[src/design/u16u8_pkg.sv]
`timescale 1ns / 1ps
// Shared types, codes and the code point encoder for the string reader.
// No dependencies; imported by every module of the block.
package u16u8_pkg;

    localparam int QDEPTH = 4;
    localparam int QPTR_W = $clog2(QDEPTH);
    localparam int QCNT_W = $clog2(QDEPTH + 1);

    localparam logic [1:0] MODE_UTF8  = 2'd1;
    localparam logic [1:0] MODE_UTF16 = 2'd2;

    localparam logic [1:0] ST_OK      = 2'd0;
    localparam logic [1:0] ST_EMPTY   = 2'd1;
    localparam logic [1:0] ST_ILLEGAL = 2'd2;

    localparam logic [20:0] CP_MAX1   = 21'h00007F;
    localparam logic [20:0] CP_MAX2   = 21'h0007FF;
    localparam logic [20:0] CP_MAX3   = 21'h00FFFF;
    localparam logic [20:0] SURR_BASE = 21'h010000;

    localparam logic [5:0] HIGH_SURR_TAG = 6'b110110;
    localparam logic [5:0] LOW_SURR_TAG  = 6'b110111;

    typedef enum logic [4:0] {
        PH_IDLE   = 5'b00001,
        PH_DETECT = 5'b00010,
        PH_UTF8   = 5'b00100,
        PH_UTF16  = 5'b01000,
        PH_DRAIN  = 5'b10000
    } t_phase;

    // Work for the back end: up to four string bytes, then an optional status item
    typedef struct packed {
        logic [3:0][7:0] bytes;
        logic [2:0]      nbytes;
        logic            has_st;
        logic [1:0]      st;
    } t_cmd;

    typedef struct packed {
        logic [3:0][7:0] bytes;
        logic [2:0]      nbytes;
    } t_enc;

    typedef struct packed {
        logic [7:0] out_byte;
        logic       byte_valid;
        logic       string_done;
        logic [1:0] status;
        logic       run_last;
    } t_res;

    function automatic t_enc encode_cp(input logic [20:0] cp);
        t_enc e;
        e = '0;
        if (cp <= CP_MAX1) begin
            e.nbytes   = 3'd1;
            e.bytes[0] = cp[7:0];
        end else if (cp <= CP_MAX2) begin
            e.nbytes   = 3'd2;
            e.bytes[0] = {3'b110, cp[10:6]};
            e.bytes[1] = {2'b10, cp[5:0]};
        end else if (cp <= CP_MAX3) begin
            e.nbytes   = 3'd3;
            e.bytes[0] = {4'b1110, cp[15:12]};
            e.bytes[1] = {2'b10, cp[11:6]};
            e.bytes[2] = {2'b10, cp[5:0]};
        end else begin
            e.nbytes   = 3'd4;
            e.bytes[0] = {5'b11110, cp[20:18]};
            e.bytes[1] = {2'b10, cp[17:12]};
            e.bytes[2] = {2'b10, cp[11:6]};
            e.bytes[3] = {2'b10, cp[5:0]};
        end
        return e;
    endfunction

endpackage

[src/design/u16u8_front.sv]
`timescale 1ns / 1ps
// Front end: tracks string phase, detects encoding, assembles UTF-16 units
// and turns each accepted beat into at most one back-end command. Uses u16u8_pkg.
module u16u8_front (
    input  logic              i_clk,
    input  logic              i_rst_n,
    input  logic [1:0]        i_mode,
    input  logic              i_accept,
    input  logic [7:0]        i_data_byte,
    input  logic              i_before_start,
    input  logic              i_span_last,
    output logic              o_push,
    output u16u8_pkg::t_cmd   o_cmd
);
    import u16u8_pkg::*;

    t_phase      r_phase, n_phase;
    logic [7:0]  r_held, n_held;
    logic        r_half, n_half;
    logic [9:0]  r_hs, n_hs;
    logic        r_sp, n_sp;
    logic        r_emitted, n_emitted;

    t_cmd        cmd;
    t_enc        enc;
    logic        unit_go;
    logic [15:0] unit;
    logic [20:0] cp;
    logic        unit_high, unit_low;

    always_comb begin
        n_phase   = r_phase;
        n_held    = r_held;
        n_half    = r_half;
        n_hs      = r_hs;
        n_sp      = r_sp;
        n_emitted = r_emitted;
        cmd       = '0;
        unit_go   = 1'b0;
        unit      = '0;
        cp        = '0;
        enc       = '0;

        if (!i_before_start) begin
            unique case (r_phase)
                PH_IDLE: begin
                    if (i_mode == MODE_UTF8) begin
                        if (i_data_byte == 8'd0) begin
                            cmd.has_st = 1'b1;
                            cmd.st     = ST_OK;
                            n_phase    = PH_DRAIN;
                        end else begin
                            cmd.bytes[0] = i_data_byte;
                            cmd.nbytes   = 3'd1;
                            n_emitted    = 1'b1;
                            n_phase      = PH_UTF8;
                        end
                    end else if (i_mode == MODE_UTF16) begin
                        n_phase = PH_UTF16;
                        n_held  = i_data_byte;
                        n_half  = 1'b1;
                    end else begin
                        n_held  = i_data_byte;
                        n_phase = PH_DETECT;
                    end
                end
                PH_DETECT: begin
                    if (i_data_byte == 8'd0 && r_held != 8'd0) begin
                        n_phase = PH_UTF16;
                        unit_go = 1'b1;
                        unit    = {8'd0, r_held};
                    end else if (r_held == 8'd0) begin
                        cmd.has_st = 1'b1;
                        cmd.st     = ST_OK;
                        n_phase    = PH_DRAIN;
                    end else begin
                        cmd.bytes[0] = r_held;
                        cmd.nbytes   = 3'd1;
                        n_emitted    = 1'b1;
                        n_phase      = PH_UTF8;
                        if (i_data_byte == 8'd0) begin
                            cmd.has_st = 1'b1;
                            cmd.st     = ST_OK;
                            n_phase    = PH_DRAIN;
                        end else begin
                            cmd.bytes[1] = i_data_byte;
                            cmd.nbytes   = 3'd2;
                        end
                    end
                end
                PH_UTF8: begin
                    if (i_data_byte == 8'd0) begin
                        cmd.has_st = 1'b1;
                        cmd.st     = ST_OK;
                        n_phase    = PH_DRAIN;
                    end else begin
                        cmd.bytes[0] = i_data_byte;
                        cmd.nbytes   = 3'd1;
                        n_emitted    = 1'b1;
                    end
                end
                PH_UTF16: begin
                    if (!r_half) begin
                        n_held = i_data_byte;
                        n_half = 1'b1;
                    end else begin
                        n_half  = 1'b0;
                        unit_go = 1'b1;
                        unit    = {i_data_byte, r_held};
                    end
                end
                PH_DRAIN: begin
                end
                default: begin
                end
            endcase
        end

        unit_high = (unit[15:10] == HIGH_SURR_TAG);
        unit_low  = (unit[15:10] == LOW_SURR_TAG);

        // One complete 16-bit unit
        if (unit_go) begin
            if (r_sp) begin
                n_sp = 1'b0;
                if (unit_low) begin
                    cp         = SURR_BASE + {1'b0, r_hs, unit[9:0]};
                    enc        = encode_cp(cp);
                    cmd.bytes  = enc.bytes;
                    cmd.nbytes = enc.nbytes;
                    n_emitted  = 1'b1;
                end else begin
                    cmd.has_st = 1'b1;
                    cmd.st     = ST_ILLEGAL;
                    n_phase    = PH_DRAIN;
                end
            end else if (unit == 16'd0) begin
                cmd.has_st = 1'b1;
                cmd.st     = ST_OK;
                n_phase    = PH_DRAIN;
            end else if (unit_high) begin
                n_hs = unit[9:0];
                n_sp = 1'b1;
            end else if (unit_low) begin
                cmd.has_st = 1'b1;
                cmd.st     = ST_ILLEGAL;
                n_phase    = PH_DRAIN;
            end else begin
                cp         = {5'd0, unit};
                enc        = encode_cp(cp);
                cmd.bytes  = enc.bytes;
                cmd.nbytes = enc.nbytes;
                n_emitted  = 1'b1;
            end
        end

        // End of span: close the string if still open, then start afresh
        if (i_span_last) begin
            unique case (n_phase)
                PH_IDLE: begin
                    cmd.has_st = 1'b1;
                    cmd.st     = ST_EMPTY;
                end
                PH_DETECT: begin
                    cmd.has_st = 1'b1;
                    cmd.st     = ST_OK;
                    if (n_held != 8'd0) begin
                        cmd.bytes[cmd.nbytes[1:0]] = n_held;
                        cmd.nbytes                 = cmd.nbytes + 3'd1;
                    end
                end
                PH_UTF8: begin
                    cmd.has_st = 1'b1;
                    cmd.st     = n_emitted ? ST_OK : ST_ILLEGAL;
                end
                PH_UTF16: begin
                    cmd.has_st = 1'b1;
                    cmd.st     = (n_half || n_sp) ? ST_ILLEGAL : ST_OK;
                end
                PH_DRAIN: begin
                end
                default: begin
                end
            endcase
            n_phase   = PH_IDLE;
            n_held    = '0;
            n_half    = 1'b0;
            n_hs      = '0;
            n_sp      = 1'b0;
            n_emitted = 1'b0;
        end
    end

    assign o_cmd  = cmd;
    assign o_push = i_accept && (cmd.nbytes != 3'd0 || cmd.has_st);

    always_ff @(posedge i_clk) begin
        if (!i_rst_n) begin
            r_phase   <= PH_IDLE;
            r_held    <= '0;
            r_half    <= 1'b0;
            r_hs      <= '0;
            r_sp      <= 1'b0;
            r_emitted <= 1'b0;
        end else if (i_accept) begin
            r_phase   <= n_phase;
            r_held    <= n_held;
            r_half    <= n_half;
            r_hs      <= n_hs;
            r_sp      <= n_sp;
            r_emitted <= n_emitted;
        end
    end

endmodule

[src/design/u16u8_fifo.sv]
`timescale 1ns / 1ps
// Command queue between front and back ends, QDEPTH entries in flops.
// Uses t_cmd and queue sizing from u16u8_pkg.
module u16u8_fifo (
    input  logic              i_clk,
    input  logic              i_rst_n,
    input  logic              i_push,
    input  u16u8_pkg::t_cmd   i_cmd,
    input  logic              i_pop,
    output logic              o_full,
    output logic              o_nonempty,
    output u16u8_pkg::t_cmd   o_head
);
    import u16u8_pkg::*;

    t_cmd               r_mem [QDEPTH];
    logic [QPTR_W-1:0]  r_wr_ptr, r_rd_ptr;
    logic [QCNT_W-1:0]  r_cnt, n_cnt;
    logic               do_push, do_pop;

    assign o_full     = (r_cnt == QCNT_W'(QDEPTH));
    assign o_nonempty = (r_cnt != '0);
    assign o_head     = r_mem[r_rd_ptr];
    assign do_push    = i_push && !o_full;
    assign do_pop     = i_pop && o_nonempty;

    always_comb begin
        unique case ({do_push, do_pop})
            2'b10:   n_cnt = r_cnt + QCNT_W'(1);
            2'b01:   n_cnt = r_cnt - QCNT_W'(1);
            default: n_cnt = r_cnt;
        endcase
    end

    always_ff @(posedge i_clk) begin
        if (!i_rst_n) begin
            r_wr_ptr <= '0;
            r_rd_ptr <= '0;
            r_cnt    <= '0;
        end else begin
            if (do_push) r_wr_ptr <= r_wr_ptr + QPTR_W'(1);
            if (do_pop)  r_rd_ptr <= r_rd_ptr + QPTR_W'(1);
            r_cnt <= n_cnt;
        end
    end

    always_ff @(posedge i_clk) begin
        if (do_push) r_mem[r_wr_ptr] <= i_cmd;
    end

endmodule

[src/design/u16u8_back.sv]
`timescale 1ns / 1ps
// Back end: unrolls one command into result beats, one per cycle while the output
// is not stalled, into a registered output stage. Uses t_cmd and t_res from u16u8_pkg.
module u16u8_back (
    input  logic              i_clk,
    input  logic              i_rst_n,
    input  logic              i_q_valid,
    input  u16u8_pkg::t_cmd   i_q_cmd,
    output logic              o_pop,
    input  logic              i_out_stall,
    output logic              o_out_valid,
    output u16u8_pkg::t_res   o_res
);
    import u16u8_pkg::*;

    t_cmd        r_cmd;
    logic        r_cmd_vld;
    logic [2:0]  r_idx;
    logic        r_out_vld;
    t_res        r_res, n_res;

    logic        out_free, emit, is_last, cmd_free;
    logic [2:0]  total;

    assign out_free = !r_out_vld || !i_out_stall;
    assign emit     = r_cmd_vld && out_free;
    assign total    = r_cmd.nbytes + {2'b00, r_cmd.has_st};
    assign is_last  = (r_idx == total - 3'd1);
    assign cmd_free = !r_cmd_vld || (emit && is_last);
    assign o_pop    = cmd_free && i_q_valid;

    always_comb begin
        n_res          = '0;
        n_res.run_last = is_last;
        if (r_idx < r_cmd.nbytes) begin
            n_res.out_byte   = r_cmd.bytes[r_idx[1:0]];
            n_res.byte_valid = 1'b1;
        end else begin
            n_res.string_done = 1'b1;
            n_res.status      = r_cmd.st;
        end
    end

    always_ff @(posedge i_clk) begin
        if (!i_rst_n) begin
            r_cmd_vld <= 1'b0;
            r_idx     <= '0;
            r_out_vld <= 1'b0;
        end else begin
            if (o_pop) begin
                r_cmd_vld <= 1'b1;
                r_idx     <= '0;
            end else if (emit && is_last) begin
                r_cmd_vld <= 1'b0;
            end else if (emit) begin
                r_idx <= r_idx + 3'd1;
            end

            if (emit) begin
                r_out_vld <= 1'b1;
            end else if (!i_out_stall) begin
                r_out_vld <= 1'b0;
            end
        end
    end

    always_ff @(posedge i_clk) begin
        if (o_pop) r_cmd <= i_q_cmd;
        if (emit)  r_res <= n_res;
    end

    assign o_out_valid = r_out_vld;
    assign o_res       = r_res;

endmodule

[src/design/utf16le_to_utf8_string_reader_core.sv]
`timescale 1ns / 1ps
// String reader top: front end, 4-entry command queue, back end, mode register.
// A beat's command passes through the queue and the back end's command register
// to the registered output stage. Throughput: one input beat per cycle while the
// queue has room; the back end delivers one result per cycle while not stalled.
// Reset (synchronous, active low) clears phase, queue, output stage and mode.
module utf16le_to_utf8_string_reader_core (
    input  logic        i_clk,
    input  logic        i_rst_n,
    input  logic        i_in_valid,
    output logic        o_in_stall,
    input  logic [7:0]  i_data_byte,
    input  logic        i_before_start,
    input  logic        i_span_last,
    output logic        o_out_valid,
    input  logic        i_out_stall,
    output logic [7:0]  o_out_byte,
    output logic        o_byte_valid,
    output logic        o_string_done,
    output logic [1:0]  o_status,
    output logic        o_run_last,
    input  logic        i_cfg_valid,
    output logic        o_cfg_ready,
    input  logic [1:0]  i_cfg_data
);
    import u16u8_pkg::*;

    logic [1:0] r_mode;
    logic       accept, push, pop, q_full, q_nonempty;
    t_cmd       front_cmd, head_cmd;
    t_res       res;

    assign o_cfg_ready = 1'b1;
    assign o_in_stall  = q_full;
    assign accept      = i_in_valid && !q_full;

    always_ff @(posedge i_clk) begin
        if (!i_rst_n) begin
            r_mode <= '0;
        end else if (i_cfg_valid) begin
            r_mode <= i_cfg_data;
        end
    end

    u16u8_front u_front (
        .i_clk          (i_clk),
        .i_rst_n        (i_rst_n),
        .i_mode         (r_mode),
        .i_accept       (accept),
        .i_data_byte    (i_data_byte),
        .i_before_start (i_before_start),
        .i_span_last    (i_span_last),
        .o_push         (push),
        .o_cmd          (front_cmd)
    );

    u16u8_fifo u_fifo (
        .i_clk      (i_clk),
        .i_rst_n    (i_rst_n),
        .i_push     (push),
        .i_cmd      (front_cmd),
        .i_pop      (pop),
        .o_full     (q_full),
        .o_nonempty (q_nonempty),
        .o_head     (head_cmd)
    );

    u16u8_back u_back (
        .i_clk       (i_clk),
        .i_rst_n     (i_rst_n),
        .i_q_valid   (q_nonempty),
        .i_q_cmd     (head_cmd),
        .o_pop       (pop),
        .i_out_stall (i_out_stall),
        .o_out_valid (o_out_valid),
        .o_res       (res)
    );

    assign o_out_byte    = res.out_byte;
    assign o_byte_valid  = res.byte_valid;
    assign o_string_done = res.string_done;
    assign o_status      = res.status;
    assign o_run_last    = res.run_last;

    // A status beat always closes the results of its input beat
    a_status_is_last: assert property (@(posedge i_clk) disable iff (!i_rst_n)
        o_out_valid && o_string_done |-> o_run_last)
        else $error("status beat without run_last");

    a_status_no_byte: assert property (@(posedge i_clk) disable iff (!i_rst_n)
        o_out_valid && o_string_done |-> !o_byte_valid && o_out_byte == 8'd0)
        else $error("status beat carries a byte");

    a_byte_ok_status: assert property (@(posedge i_clk) disable iff (!i_rst_n)
        o_out_valid && o_byte_valid |-> !o_string_done && o_status == ST_OK)
        else $error("byte beat carries a status");

    a_no_push_when_full: assert property (@(posedge i_clk) disable iff (!i_rst_n)
        push |-> !q_full)
        else $error("command pushed into a full queue");

endmodule

[config.mk]
export PLATFORM = sky130hd
export DESIGN_NAME = utf16le_to_utf8_string_reader_core
export DESIGN_NICKNAME = d
export VERILOG_FILES = /design/src/design/u16u8_pkg.sv /design/src/design/u16u8_front.sv /design/src/design/u16u8_fifo.sv /design/src/design/u16u8_back.sv /design/src/design/utf16le_to_utf8_string_reader_core.sv
export SDC_FILE = /design/constraint.sdc
export NUM_CORES = 1
export LEC_CHECK = 0
export ABC_AREA = 1
export BUFFER_PORTS_ARGS = -buffer_cell sky130_fd_sc_hd__buf_2
export CAP_MARGIN = 5
export CORE_ASPECT_RATIO = 0.9
export CORE_MARGIN = 1.5
export CORE_UTILIZATION = 50
export DETAILED_ROUTE_END_ITERATION = 10
export PLACE_DENSITY = 0.71
export SLEW_MARGIN = 20
export SYNTH_ARGS = -nofsm -noshare
export SYNTH_HDL_FRONTEND = slang
export SYNTH_SLANG_ARGS = --single-unit
[constraint.sdc]
create_clock -name i_clk -period 5.2 [get_ports i_clk]
set_input_delay 1.04 -clock i_clk [delete_from_list [all_inputs] [get_ports i_clk]]
set_output_delay 1.04 -clock i_clk [all_outputs]
set_load 0.03 [all_outputs]
# Word level (Yosys, flattened, before mapping)
# Memories as Yosys holds them, arrays and structs flattened. A register that Yosys moved wholly into a read port is not among the register bits.
# Index checks and enable logic that the tools add are counted.
# Widths: inputs -> output; s select.
dict set report word_totals {
  mem_bits_rw 152
  ff_bits 53
  output_inout_bits 16
  mem_count 1
  wordCells 196
  input_bits 17
}
# name words width rd rd_ports_with_merged_regs wr line
set mem_list {}
lappend mem_list {u_fifo.r_mem 4 38 1 1 1 u16u8_fifo.sv:16} ;# t_cmd r_mem [QDEPTH];
dict set report classes {
  magnitude_cmp 9
  bitwise 2
  n_reduce_logical 31
  n_mux 107
  n_eq_ne 19
  addsub 9
}
# operator n
set op_table {}
lappend op_table {{$mux 35} 5}
lappend op_table {{$mux 38} 4}
lappend op_table {{$mux 8} 11}
lappend op_table {{$mux 5} 13}
lappend op_table {{$mux 10} 5}
lappend op_table {{$mux 16} 3}
lappend op_table {{$mux 24} 2}
lappend op_table {{$mux 22} 2}
lappend op_table {{$pmux 14 s3} 1}
lappend op_table {{$mux 19} 2}
lappend op_table {{$mux 11} 3}
lappend op_table {{$bwmux 32} 1}
lappend op_table {{$mux 1} 32}
lappend op_table {{$pmux 16 s2} 1}
lappend op_table {{$mux 25} 1}
lappend op_table {{$add 17x20->21 const A} 1}
lappend op_table {{$le 21x11->1 const B} 1}
lappend op_table {{$le 21x16->1 const B} 1}
lappend op_table {{$le 21x7->1 const B} 1}
lappend op_table {{$mux 3} 6}
lappend op_table {{$mux 17} 1}
lappend op_table {{$bmux 8 s2} 1}
lappend op_table {{$demux 8 s2} 1}
lappend op_table {{$le 16x11->1 const B} 1}
lappend op_table {{other kinds (40)} 77}

# Logic depth before layout (Yosys ltp)
dict set report logic_depth {
  depth_word 27
  ltp_mapped 31
  mapped_depth_nobuf 30
}

# Cells and area by module
# A second synthesis with hierarchy kept.
dict set report hier_totals {
  hier_cells 1334
  area_unflattened_um2 12411.9
}
# module area_per_inst_um2 n_inst seq_area_each_um2 cells_each
set by_module_without_submodules {}
lappend by_module_without_submodules {u16u8_fifo 6119.6 1 4744.6 437}
lappend by_module_without_submodules {u16u8_front 3920.0 1 520.5 698}
lappend by_module_without_submodules {u16u8_back 2275.9 1 1631.6 183}
lappend by_module_without_submodules {utf16le_to_utf8_string_reader_core 96.3 1 40.0 16}

# Worst setup path before layout
# Ideal clock, no wire load.
dict set report synth_timing {
  path_type {input port to flip-flop}
  from {input i_data_byte[7]}
  to {memory u_fifo.r_mem[3][0] (netlist bit), enable pin}
  required_ns 4.767
  arrival_ns 4.805
  path_buffers 1
  cell_stages 24
  setup_slack_ns -0.039
  setup_ns 0.433
  cell_sequence {nor2_1 -> nand2_1 -> nor2_4 -> nand3_4 -> nand2_4 -> nand4_2 -> nor2_4 -> nand2_1 -> nand2_1 -> nand2_1 -> buf_6 -> nand2_4 -> nand2_1 -> nand2_1 -> nand2_1 -> nand2_2 -> inv_1 -> ha_1 -> nand3_1 -> nand2_2 -> nor2_4 -> nand3_4 -> nand2_4 -> nor2_1}
}
# element line
set synth_rtl {}
lappend synth_rtl {{start, declared} utf16le_to_utf8_string_reader_core.sv:12} ;# input logic [7:0] i_data_byte,
lappend synth_rtl {{end, declared} u16u8_fifo.sv:16}

==> results_dict.tcl <==
set metrics [dict create \
    status "finished with violations" \
    failed_checks "DRC" \
    synth_mux_area_share_pct 0 \
    die_area_um2 25070 \
    rows 53 \
    die_h_um 150.4 \
    drive_gt1_share_pct 13.37 \
    power_density_nw_per_um2 439.9 \
    cts_resized 0 \
    synth-compound-area-share_pct 15.22 \
    antenna_found_initial 0 \
    finalPower_mw 5.952 \
    setup_ws_ns 0.8980 \
    viasPerCell 5.818 \
    hold_viol_final 0 \
    crit_family "simple AND/OR/NAND/NOR gates" \
    critical_path.startpoint_type "flip-flop" \
    grt_pass1_vias 8816 \
    fin_worst_skew_ns 0.01943 \
    place_inst 1587 \
    grt-ovfl-total 0 \
    io_buffers 31 \
    setup_tns_ns 0 \
    min_path_type "flip-flop to flip-flop" \
    core-area_um2 23540 \
    ioPinCount 33 \
    irDropWorstVdd_v 0.0002255 \
    postCtsHoldBufs 0 \
    slew_viol_final 0 \
    postPlaceCellArea_um2 12690 \
    p_comb_share_pct 24.1 \
    clk_pin_slew_worst_paths_ns 0.06 \
    num_vias 9501 \
    cp.required_ns 5.64 \
    netlist-cell-type-count 53 \
    worst_path_largest_cell_delay_ns 0.57 \
    drc 7 \
    ys_seq_area_share_pct 57.17 \
    async_flop_share_pct 0 \
    ys_dominant_reg_cell "edfxtp_1" \
    n_antenna_cell 0 \
    synth_top_family_by_area "simple AND/OR/NAND/NOR gates" \
    finish.net_count 1349 \
    worstSetupPathType "flip-flop to flip-flop" \
    cts_sinks 243 \
    die_x_um 166.7 \
    cts_tree "done" \
    gp_congestion 1.039 \
    arrival_ns 4.74 \
    switching_share_pct 32.19 \
    grt_pass1_wl_um 50910 \
    tightest_slew_ns 0.9308 \
    drt_iter0_drc 1118 \
    setup_violations 0 \
    wirelength_um 32810 \
    clockRootBuffer "clkbuf_16" \
    slew_headroom_pct 37.56 \
    synthesis.nets 1308 \
    grt_setup_unrepaired "false" \
    synth_xor_area_share_pct 0.4356 \
    first_pass_iters 11 \
    crit_buf_inv 3 \
    cts_setup_buffers 0 \
    h-tree-depth 1 \
    cp_slowest_cell "dfxtp_1" \
    internal-power_mw 4.036 \
    path_common_cell "nand2_1" \
    whs_ns 0.4544 \
    clock_latency_ns 0.55 \
    synthAdderAreaFrac_pct 2.137 \
    ant_nets 0 \
    synth_seq_cells 243 \
    dp_hpwl_um 22210 \
    power_switching_mw 1.916 \
    track_usage_pct 26.45 \
    cp-end-kind "flip-flop" \
    synth_area_um2 12060 \
    period_needed_ns 4.302 \
    design_area_um2 13530 \
    syn2layout_area_growth_pct 12.17 \
    fin_cells 1633 \
    start_util_pct 51.24 \
    pre_cts_ws_ns 0.3417 \
    numCtsBuffers 25 \
    synthSimpleGateAreaFrac_pct 18.92 \
    path_max_fanout 8 \
    pwr-share-clk_pct 30.8 \
    postSynthCellCount 1271 \
    p_seq_share_pct 45.1 \
    yosys_warnings 0 \
    synth-edff-count 203 \
    clock_path_buffers 3 \
    syn_avg_cell_area_um2 9.491 \
    max_freq_mhz 232.4 \
    grt_max_degree 63 \
    p_leak_nw 5.068 \
    wl_per_cell_um 20.09 \
    postLayoutCoreUtil_pct 57.48 \
    period_share_pct 82.73 \
    maxCapViolations 0 \
]
## per-layer routing
| layer | track usage [%] | vias up | wire length (µm) |
|---|---|---|---|
| met2 | 40.90 | 438 | 14310 |
| met3 | 4.706 | 74 | 2752 |
| met1 | 38.08 | 4470 | 14790 |
| met4 | 8.455 | 0 | 958 |
| li1 | - | 4519 | - |
| met5 | 0 | - | 0 |
## kinds of logic after synthesis
group / count (synthesis)
and+or+nand+nor: 490
AOI/OAI and AO/OA: 322
DFF: 243
buffers and inverters: 189
adders and majority gates: 20
xor gates and xnor gates: 6
other: 1
## flip-flops by register name, summed over array words and instances, names as in the netlist, 2 cells and up
name,count
u_front.r_hs,10
u_fifo.r_wr_ptr,2
u_back.r_idx,3
u_fifo.r_rd_ptr,2
u_fifo.r_mem,152
u_back.r_cmd,38
u_front.r_phase,5
u_fifo.r_cnt,3
u_back.o_res,13
r_mode,2
u_front.r_held,8
## synth_stat cells (all sizes together), types with 2 or more instances
master,number,area [µm²]
nand3,50,322.8
a31oi,10,62.56
o22ai,58,362.9
clkinv,4,15.01
nand2,195,827.0
o221ai,9,78.83
nand4,15,106.4
clkbuf,35,131.4
inv,139,521.8
o2111ai,3,26.28
o31ai,3,22.52
o211ai,12,90.09
xor2,2,17.52
nor3,19,110.1
buf,11,66.31
xnor2,4,35.03
nand3b,3,26.27
edfxtp,203,6096
a21oi,76,387.9
ha,19,237.7
nor2,200,833.3
dfxtp,40,800.8
o21ai,142,721.9
nor4,6,43.79
## power groups by stage
stage / logic (mW) / registers (mW) / clock network [mW]
after floorplan: 0.910 / 2.76 / 0
after global placement: 1.40 / 2.72 / 0
after detailed placement: 1.43 / 2.73 / 0
after CTS: 1.44 / 2.69 / 1.86
after global routing: 1.59 / 2.72 / 1.94
final: 1.43 / 2.68 / 1.83
## placed cells by master (no fill, tap or decap), types with 16 or more instances in the layout
| cell | instances |
|---|---|
| a21oi_1 | 74 |
| buf_2 | 31 |
| buf_4 | 25 |
| clkbuf_16 | 25 |
| dfxtp_1 | 38 |
| edfxtp_1 | 203 |
| ha_1 | 19 |
| inv_1 | 117 |
| inv_2 | 22 |
| nand2_1 | 173 |
| nand3_1 | 43 |
| nor2_1 | 184 |
| nor3_1 | 16 |
| o21ai_0 | 133 |
| o22ai_1 | 58 |
## cell type report
type                       count  area (µm²)
tap                          302       377.9
clock inverter                19       206.4
sequential                   243        6899
clock buffer                  27       633.1
timing repair buffer          60       422.9
multi-input combinational    839        4454
inverter                     143       536.8
fill                        2029       10010
## worst register-to-register path, delay by kind of cell, from the launching register on
kind,cells,cell delay [ns]
flip-flops,1,0.57
buffers and inverters,3,0.28
AO/OA/AOI/OAI,4,0.46
adder cells (fa/ha/maj),3,0.81
AND/OR/NAND/NOR,20,2.07
## final timing paths
path	start	to	slack [ns]	cells after the start
worst max-delay path	u_front.r_held[4]$_SDFFE_PN0P_	u_fifo.r_cnt[2]$_SDFFE_PN0P_	0.90	30
worst min-delay path	u_fifo.r_cnt[0]$_SDFFE_PN0P_	u_fifo.r_cnt[0]$_SDFFE_PN0P_	0.45	1
worst max register to register	u_front.r_held[4]$_SDFFE_PN0P_	u_fifo.r_cnt[2]$_SDFFE_PN0P_	0.90	30
worst min register to register	u_fifo.r_cnt[0]$_SDFFE_PN0P_	u_fifo.r_cnt[0]$_SDFFE_PN0P_	0.45	1
No activity file was read; power rests on OpenSTA's default activity.
